File: src/sv/rsm_pkg.sv
`default_nettype none

package rsm_pkg;

   localparam int unsigned RssiWidth   = 8;
   localparam int unsigned SnrWidth    = 6;
   localparam int unsigned MarginWidth = 4;
   localparam int unsigned AlphaWidth  = 8;
   localparam int unsigned LevelWidth  = 16;
   localparam int unsigned MeterWidth  = 4;
   localparam int unsigned MeterSteps  = 10;
   localparam int unsigned CsrAddrWidth = 3;
   localparam int unsigned CsrDataWidth = 8;
   localparam int unsigned ReqDataWidth = 16;
   localparam int unsigned RspDataWidth = 24;

   typedef enum logic [CsrAddrWidth-1:0] {
      CSR_SQUELCH_THRESHOLD = 3'd0,
      CSR_HYSTERESIS_MARGIN = 3'd1,
      CSR_SNR_MINIMUM       = 3'd2,
      CSR_ALPHA_IDLE        = 3'd3,
      CSR_ALPHA_ACTIVE      = 3'd4
   } csr_addr_type;

   typedef struct packed {
      logic [RssiWidth-1:0]   squelch_threshold;
      logic [MarginWidth-1:0] hysteresis_margin;
      logic [SnrWidth-1:0]    snr_minimum;
      logic [AlphaWidth-1:0]  alpha_idle;
      logic [AlphaWidth-1:0]  alpha_active;
   } csr_type;

   localparam csr_type CsrReset = '{
      squelch_threshold: 8'd80,
      hysteresis_margin: 4'd3,
      snr_minimum:       6'd2,
      alpha_idle:        8'd51,
      alpha_active:      8'd154
   };

   typedef logic [RssiWidth-1:0] meter_table_type [MeterSteps];

   localparam meter_table_type MeterTable = '{
      8'd64, 8'd70, 8'd76, 8'd82, 8'd89, 8'd97, 8'd104, 8'd112, 8'd118, 8'd125
   };

endpackage

`default_nettype wire

File: src/sv/rsm_smooth.sv
`default_nettype none

module rsm_smooth (
   input  wire logic [rsm_pkg::AlphaWidth-1:0] alpha,
   input  wire logic [rsm_pkg::RssiWidth-1:0]  rssi,
   input  wire logic [rsm_pkg::LevelWidth-1:0] prev,
   output logic      [rsm_pkg::LevelWidth-1:0] level
);
   import rsm_pkg::*;

   logic signed [16:0] diff;
   logic signed [25:0] prod;
   logic signed [25:0] rounded;
   logic signed [17:0] delta;
   logic signed [17:0] sum;

   // prev + round(alpha * (R - prev) / 256), one multiply
   always_comb begin
      diff    = $signed({1'b0, rssi, 8'b0}) - $signed({1'b0, prev});
      prod    = $signed({1'b0, alpha}) * diff;
      rounded = prod + 26'sd128;
      delta   = rounded[25:8];
      sum     = $signed({2'b00, prev}) + delta;
      priority if (sum[17]) begin
         level = '0;
      end else if (sum[16]) begin
         level = '1;
      end else begin
         level = sum[15:0];
      end
   end

endmodule

`default_nettype wire

File: src/sv/rsm_squelch.sv
`default_nettype none

module rsm_squelch (
   input  wire rsm_pkg::csr_type                 csr,
   input  wire logic                             rx_now,
   input  wire logic [rsm_pkg::LevelWidth-1:0]   level,
   input  wire logic [rsm_pkg::SnrWidth-1:0]     snr,
   input  wire logic                             transmitting,
   output logic                                  rx_next
);
   import rsm_pkg::*;

   logic       [8:0]  open_level;
   logic signed [9:0] close_level;
   logic              above_open;
   logic              below_close;
   logic              snr_ok;

   always_comb begin
      open_level  = {1'b0, csr.squelch_threshold} + {5'b0, csr.hysteresis_margin};
      close_level = $signed({2'b00, csr.squelch_threshold})
                  - $signed({6'b0, csr.hysteresis_margin});
      above_open  = {1'b0, level} > {open_level, 8'b0};
      below_close = $signed({2'b00, level}) < $signed({close_level, 8'b0});
      snr_ok      = snr >= csr.snr_minimum;
      if (rx_now) begin
         rx_next = !(below_close || !snr_ok);
      end else begin
         rx_next = above_open && snr_ok && !transmitting;
      end
   end

endmodule

`default_nettype wire

File: src/sv/rsm_meter.sv
`default_nettype none

module rsm_meter (
   input  wire logic [rsm_pkg::RssiWidth-1:0]  rssi,
   output logic      [rsm_pkg::MeterWidth-1:0] meter
);
   import rsm_pkg::*;

   logic [MeterSteps-1:0] above;

   always_comb begin
      for (int i = 0; i < MeterSteps; i++) begin
         above[i] = rssi > MeterTable[i];
      end
      meter = MeterWidth'($countones(above));
   end

endmodule

`default_nettype wire

File: src/sv/rssi_squelch_and_signal_meter_top.sv
// An accepted request is registered in the input stage, then in the output stage.
// Throughput: one transaction per cycle unless rsp_tready stalls the output; the
// smoothed level and squelch flag close their loop within the single compute stage.
// Reset (synchronous, active high): empties both stages, clears the smoothed
// level and the squelch flag, and loads the default register values.
`default_nettype none

module rssi_squelch_and_signal_meter_top (
   input  wire logic                               clock,
   input  wire logic                               reset,
   input  wire logic                               req_tvalid,
   output logic                                    req_tready,
   // rssi_sample [7:0], snr_sample [13:8], transmitting [14], zero [15]
   input  wire logic [rsm_pkg::ReqDataWidth-1:0]   req_tdata,
   output logic                                    rsp_tvalid,
   input  wire logic                               rsp_tready,
   // signal_present [0], meter_level [4:1], smoothed_level [20:5], zero [23:21]
   output logic      [rsm_pkg::RspDataWidth-1:0]   rsp_tdata,
   input  wire logic                               csr_we,
   input  wire logic [rsm_pkg::CsrAddrWidth-1:0]   csr_addr,
   input  wire logic [rsm_pkg::CsrDataWidth-1:0]   csr_wdata
);
   import rsm_pkg::*;

   csr_type                csr_ff, csr_in;
   logic                   in_valid_ff, in_valid_in;
   logic [RssiWidth-1:0]   in_rssi_ff, in_rssi_in;
   logic [SnrWidth-1:0]    in_snr_ff, in_snr_in;
   logic                   in_tx_ff, in_tx_in;
   logic                   out_valid_ff, out_valid_in;
   logic [RspDataWidth-1:0] out_data_ff, out_data_in;
   logic [LevelWidth-1:0]  level_ff, level_in;
   logic                   rx_ff, rx_in;

   logic                   out_free;
   logic                   advance;
   logic                   req_take;
   logic [AlphaWidth-1:0]  alpha;
   logic [LevelWidth-1:0]  level_next;
   logic                   rx_next;
   logic [MeterWidth-1:0]  meter;

   assign out_free   = !out_valid_ff || rsp_tready;
   assign advance    = in_valid_ff && out_free;
   assign req_tready = !in_valid_ff || out_free;
   assign req_take   = req_tvalid && req_tready;
   assign alpha      = rx_ff ? csr_ff.alpha_active : csr_ff.alpha_idle;

   rsm_smooth u_smooth (
      .alpha (alpha),
      .rssi  (in_rssi_ff),
      .prev  (level_ff),
      .level (level_next)
   );

   rsm_squelch u_squelch (
      .csr          (csr_ff),
      .rx_now       (rx_ff),
      .level        (level_next),
      .snr          (in_snr_ff),
      .transmitting (in_tx_ff),
      .rx_next      (rx_next)
   );

   rsm_meter u_meter (
      .rssi  (in_rssi_ff),
      .meter (meter)
   );

   always_comb begin
      csr_in = csr_ff;
      if (csr_we) begin
         unique case (csr_addr)
            CSR_SQUELCH_THRESHOLD: csr_in.squelch_threshold = csr_wdata;
            CSR_HYSTERESIS_MARGIN: csr_in.hysteresis_margin = csr_wdata[MarginWidth-1:0];
            CSR_SNR_MINIMUM:       csr_in.snr_minimum       = csr_wdata[SnrWidth-1:0];
            CSR_ALPHA_IDLE:        csr_in.alpha_idle        = csr_wdata;
            CSR_ALPHA_ACTIVE:      csr_in.alpha_active      = csr_wdata;
            default:               csr_in = csr_ff;
         endcase
      end
   end

   always_comb begin
      in_valid_in = req_take ? 1'b1 : (advance ? 1'b0 : in_valid_ff);
      in_rssi_in  = req_take ? req_tdata[7:0]  : in_rssi_ff;
      in_snr_in   = req_take ? req_tdata[13:8] : in_snr_ff;
      in_tx_in    = req_take ? req_tdata[14]   : in_tx_ff;

      out_valid_in = advance ? 1'b1 : (rsp_tready ? 1'b0 : out_valid_ff);
      out_data_in  = advance ? {3'b000, level_next, meter, rx_next} : out_data_ff;
      level_in     = advance ? level_next : level_ff;
      rx_in        = advance ? rx_next : rx_ff;
   end

   always_ff @(posedge clock) begin
      if (reset) begin
         csr_ff       <= CsrReset;
         in_valid_ff  <= 1'b0;
         out_valid_ff <= 1'b0;
         level_ff     <= '0;
         rx_ff        <= 1'b0;
      end else begin
         csr_ff       <= csr_in;
         in_valid_ff  <= in_valid_in;
         out_valid_ff <= out_valid_in;
         level_ff     <= level_in;
         rx_ff        <= rx_in;
      end
   end

   always_ff @(posedge clock) begin
      in_rssi_ff  <= in_rssi_in;
      in_snr_ff   <= in_snr_in;
      in_tx_ff    <= in_tx_in;
      out_data_ff <= out_data_in;
   end

   assign rsp_tvalid = out_valid_ff;
   assign rsp_tdata  = out_data_ff;

endmodule

`default_nettype wire

File: config.mk
export PLATFORM = sky130hd
export DESIGN_NAME = rssi_squelch_and_signal_meter_top
export DESIGN_NICKNAME = d
export VERILOG_FILES = /design/src/sv/rsm_pkg.sv /design/src/sv/rsm_smooth.sv /design/src/sv/rsm_squelch.sv /design/src/sv/rsm_meter.sv /design/src/sv/rssi_squelch_and_signal_meter_top.sv
export SDC_FILE = /design/constraint.sdc
export NUM_CORES = 1
export LEC_CHECK = 0
export BUFFER_PORTS_ARGS = -buffer_cell sky130_fd_sc_hd__buf_2
export CORE_MARGIN = 4
export CORE_UTILIZATION = 45
export DETAILED_ROUTE_END_ITERATION = 8
export PLACE_DENSITY = 0.69
export REMOVE_ABC_BUFFERS = 1
export SLEW_MARGIN = 40
export SYNTH_ARGS = -nofsm -noshare
export SYNTH_HDL_FRONTEND = slang
export SYNTH_SLANG_ARGS = --single-unit
File: constraint.sdc
create_clock -name clock -period 29 [get_ports clock]
set_input_delay 5.8 -clock clock [delete_from_list [all_inputs] [get_ports clock]]
set_output_delay 5.8 -clock clock [all_outputs]
set_load 0.03 [all_outputs]
Word level (Yosys, flattened, before mapping). Cells that the tools add are included.

Bits of input ports: 32. Bits in registers: 89. Output and inout bits: 26. Logic and storage cells: 73.

Add/subtract/negate cells: 14. Multiply operators: 1. Mux-type cells: 8. Reductions and logical operators: 20. Order comparisons: 13. Eq/ne operators: 4.

Operator list (number): $gt 8x7->1 const B (10); $mux 16 (2); $add 26x9->26 const B (1); $mul 9x17->26 (1); $add 17x18->18 (1); $lt 17x18->1 (1); $gt 16x17->1 (1); $sub 16x16->17 (1); $add 4x4->4 (4); $add 1x1->2 (5); $reduce_and 2->1 (5); $add 8x4->9 (1); $sub 8x4->9 (1); $mux 8 (1); $eq 3x2->1 const B (2); $ge 6x6->1 (1); $logic_not 1->1 (5); $mux 1 (5); $logic_and 1x1->1 (4); $reduce_bool 2->1 (2); $eq 3x1->1 const B (1); $eq 3x3->1 const B (1); $logic_not 3->1 (1); $logic_or 1x1->1 (3).

Depth between registers and ports, before layout.
Depth in word-level cells: 10. Depth in mapped cells: 48. Depth with buffers taken out: 47.

Hierarchy. From an unflattened synthesis, not the netlist that was laid out.

Cell total of the unflattened synthesis: 1141. Area total of the unflattened synthesis: 10806.6 um2.

By module, submodules not included: rsm_smooth (cells an instance 723, area each 6249.7 um2, sequential area each 0.0 um2, times used 1); rssi_squelch_and_signal_meter_top (cells an instance 256, area each 3285.7 um2, sequential area each 2142.1 um2, times used 1); rsm_squelch (cells an instance 119, area each 917.1 um2, sequential area each 0.0 um2, times used 1); rsm_meter (cells an instance 43, area each 354.1 um2, sequential area each 0.0 um2, times used 1).

Worst setup path before layout. OpenSTA, ideal clock, no wires.

Kind: input-to-output. Start: input rsp_tready. End: output req_tready. Path slack: 16.978 ns. Data required time: 23.200 ns. Arrival time: 6.222 ns. Cell stages on the path: 2. Cells stage by stage: nor2b_1 > nand2_1.

Word-level cells in the longest chain between the ends: 2.

Ends and longest elaborated chain: start, declared (RTL line rssi_squelch_and_signal_meter_top.sv:16) `input wire logic rsp_tready,`; $logic_or 1x1->1 (RTL line rssi_squelch_and_signal_meter_top.sv:43) `assign out_free = !out_valid_ff || rsp_tready;`; $logic_or 1x1->1 (RTL line rssi_squelch_and_signal_meter_top.sv:45) `assign req_tready = !in_valid_ff || out_free;`; end, declared (RTL line rssi_squelch_and_signal_meter_top.sv:12) `output logic req_tready,`.

Every way passes these cells.

Final worst setup path. Same ends and word-level chain as after synthesis.

==> results.py <==
metrics = {
    "status": {
        "outcome": "completed",
    },
    "clock_network": {
        "cts-root-buf": "clkbuf_16",
        "path_clk_slew_ns": 0.07,
        "cts_buffer_depth": 2,
        "cts-htree-levels": 3,
        "numCtsBuffers": 9,
        "cts_resized": 0,
        "cts.hold.buffers_added": 0,
        "postCtsSetupBuffers": 0,
        "clk_latency_ns": 0.35,
        "cts.sink_count": 89,
        "cts_tree": "built",
    },
    "floorplanning": {
        "initial_core_util_pct": 45.7,
        "dieArea_um2": 26300,
        "core-area_um2": 23400,
        "die_w_um": 162,
        "rows": 56,
        "ioPinCount": 58,
        "die_h_um": 162,
    },
    "logic_synthesis": {
        "syn_area_um2": 10700,
        "synth.avg_cell_area_um2": 9.08,
        "yosys_most_used_dff": "dfxtp_1",
        "yosys_register_bits": 89,
        "async_flop_share_pct": 0,
        "ys_warn_count": 0,
        "synth_enable_flop_cells": 36,
        "seq_area_frac_synth_pct": 20.0,
        "synthDistinctLibCells": 76,
        "syn_inst": 1177,
    },
    "worst_setup_path": {
        "crit_family": "simple AND/OR/NAND/NOR gates",
        "worstPathMaxFanout": 4,
        "crit_type": "primary input to output port",
        "crit_arrival_ns": 6.49,
        "max_stage_delay_ns": 0.30,
        "r2r-start": "in_rssi_ff[0]$_DFFE_PP_",
        "r2r_slack_ns": 17.86,
        "endpoint_kind": "output port",
        "path_cells": "buf_2 -> nor2b_1 -> nand2_1 -> buf_2",
        "crit_top_cell": "buf_2",
        "r2r_end": "rsp_tdata[0]$_DFFE_PP_",
        "cp.required_ns": 23.20,
        "cp_num_buf_inv": 2,
        "slowest_stage": "nor2b_1",
        "worst_setup_path_start_kind": "primary input",
        "reg2regPathDepth": 46,
    },
    "placement": {
        "routabilityCongestion": 0.847,
        "placed_cells": 1522,
        "dpl.hpwl_um": 18400,
        "io_buffers": 53,
        "postPlaceCellArea_um2": 11300,
    },
    "hold_path": {
        "min_from": "csr_ff[14]$_SDFFE_PP0P_",
        "hold_path.class": "flip-flop to flip-flop",
        "holdPathStages": 2,
        "holdPathEnd": "csr_ff[14]$_SDFFE_PP0P_",
    },
    "layout": {
        "num_antenna_cells": 0,
        "fin_nets": 1490,
        "drive_gt1_share_pct": 9.76,
        "design_area_um2": 11600,
        "finalNonFillerCells": 1538,
        "n_fill_cell": 2280,
        "area_delta_synth_final_pct": 8.18,
    },
    "timing": {
        "rsz0062_at_grt": "false",
        "slew_viol_final": 0,
        "relSlewSlack_pct": 50.2,
        "fmaxAchievable_mhz": 81.4,
        "fin_crit_ns": 12.29,
        "min_period_over_period_pct": 42.4,
        "finalHoldViolations": 0,
        "setup_tns_ns": 0,
        "setup_viol": 0,
        "worstMarginPinSlew_ns": 0.746,
        "finClkSkew_ns": 0.0114,
    },
    "global_routing": {
        "grt_antenna_before_repair": 0,
        "grt_pass1_vias": 8237,
        "grt-ovfl-total": 0,
        "grt.total_usage_pct": 18.3,
        "grt_max_degree": 53,
        "grt_pass1_wl_um": 39400,
    },
    "run": {
        "cap_violations": 0,
    },
    "route": {
        "wl_um": 22900,
        "drt-initial-drc-count": 377,
        "ant_nets": 0,
        "drc": 0,
        "dr.pass1.iters": 5,
        "wl_per_cell_um": 14.9,
        "vias": 7917,
        "viasPerCell": 5.15,
    },
}
[sequential cells by signal, indices dropped and copies added (netlist names)]
signal       flops
csr_ff          34
in_valid_ff      1
in_tx_ff         1
level_ff        16
in_snr_ff        6
in_rssi_ff       8
rsp_tdata       21
rx_ff            1
rsp_tvalid       1
[metal layers]
| layer | vias up | global-route usage (%) | routed length (µm) |
|---|---|---|---|
| met1 | 3802 | 24.2 | 10200 |
| met5 | - | 0 | 0 |
| met2 | 137 | 31.8 | 11500 |
| met4 | 0 | 3.96 | 356 |
| li1 | 3957 | - | - |
| met3 | 21 | 2.74 | 773 |
[cell families (layout without fill, tap and decap cells)]
group / count (synthesis) / in the layout / synth area share (%)
AND/OR/NAND/NOR: 367 / 367 / 15.8
adder cells (fa/ha/maj): 244 / 244 / 36.6
AO/OA/AOI/OAI: 197 / 197 / 12.6
buffers and inverters: 191 / 231 / 7.08
flip-flops: 89 / 89 / 20.0
XOR/XNOR: 73 / 73 / 6.44
multiplexers: 15 / 15 / 1.54
other: 1 / 3 / 0.0351
[through the flow]
step                      setup slack, ns  util [%]  hold slack [ns]
after floorplan                     16.98         -            0.427
after global placement              16.71      48.1            0.439
final                               16.71      49.4            0.455
after global routing                16.67      49.4            0.470
after CTS                           16.71      49.4            0.458
after detailed placement            16.72      48.2            0.448
[synthesized netlist by cell type (18+ instances only)]
| cell | count | area (µm²) |
|---|---|---|
| nor2_1 | 107 | 402 |
| nor2b_1 | 18 | 113 |
| xnor2_1 | 43 | 377 |
| nand2_1 | 136 | 510 |
| clkbuf_1 | 23 | 86.3 |
| fa_1 | 114 | 2280 |
| xor2_1 | 25 | 219 |
| nand2b_1 | 30 | 188 |
| ha_1 | 130 | 1630 |
| a21oi_1 | 52 | 260 |
| o21ai_0 | 28 | 140 |
| inv_1 | 154 | 578 |
| a21o_1 | 22 | 165 |
| dfxtp_1 | 53 | 1060 |
| edfxtp_1 | 36 | 1080 |
[layout make-up]
cell class	count	area (µm²)	share of cell area (%)
Multi-Input combinational cell	899	7830	67.7
Sequential cell	89	2140	18.5
Inverter	154	578	5.00
Tap cell	319	399	3.45
Timing Repair Buffer	61	325	2.81
Clock buffer	10	229	1.98
Clock inverter	6	62.6	0.541
[how the worst max path moves through the flow]
| stage | startpoint | to | slack, ns | cells after the start |
|---|---|---|---|---|
| 2_1_floorplan | rsp_tready | req_tready | 16.98 | 2 |
| 5_1_grt | rsp_tready | req_tready | 16.67 | 4 |
| 3_3_place_gp | rsp_tready | req_tready | 16.71 | 4 |
| 3_5_place_dp | rsp_tready | req_tready | 16.72 | 4 |
| 4_1_cts | rsp_tready | req_tready | 16.71 | 4 |
| 6_report | rsp_tready | req_tready | 16.71 | 4 |
[layout by cell type, fill, tap and decap left out, types with 3 or more instances in the layout]
master	instances
a211oi_1	3
a21o_1	22
a21oi_1	52
a31oi_1	5
and2_1	8
and3_1	8
buf_2	53
buf_4	8
clkbuf_16	9
clkinv_4	3
conb_1	3
dfxtp_1	53
edfxtp_1	36
fa_1	114
ha_1	130
inv_1	154
mux2_2	4
mux2i_1	9
nand2_1	136
nand2b_1	30
nand3_1	13
nand3b_1	8
nand4_1	7
nor2_1	107
nor2b_1	17
nor3_1	12
nor4_1	5
o211ai_1	6
o21a_1	16
o21ai_0	28
o21ai_2	11
o21bai_1	9
o22ai_1	16
or2_2	5
xnor2_1	43
xor2_1	25
[worst reg2reg max path: cells and delay by family, from the launching register on]
kind,cells,cell delay [ns]
AO/OA/AOI/OAI,23,4.06
XOR/XNOR,3,1.07
adder cells (fa/ha/maj),9,3.55
buffers and inverters,2,0.18
flip-flops,1,0.53
AND/OR/NAND/NOR,9,1.52
Power is not shown: default switching activity piles up to over one toggle a cycle in this logic, so the estimate is an artifact.
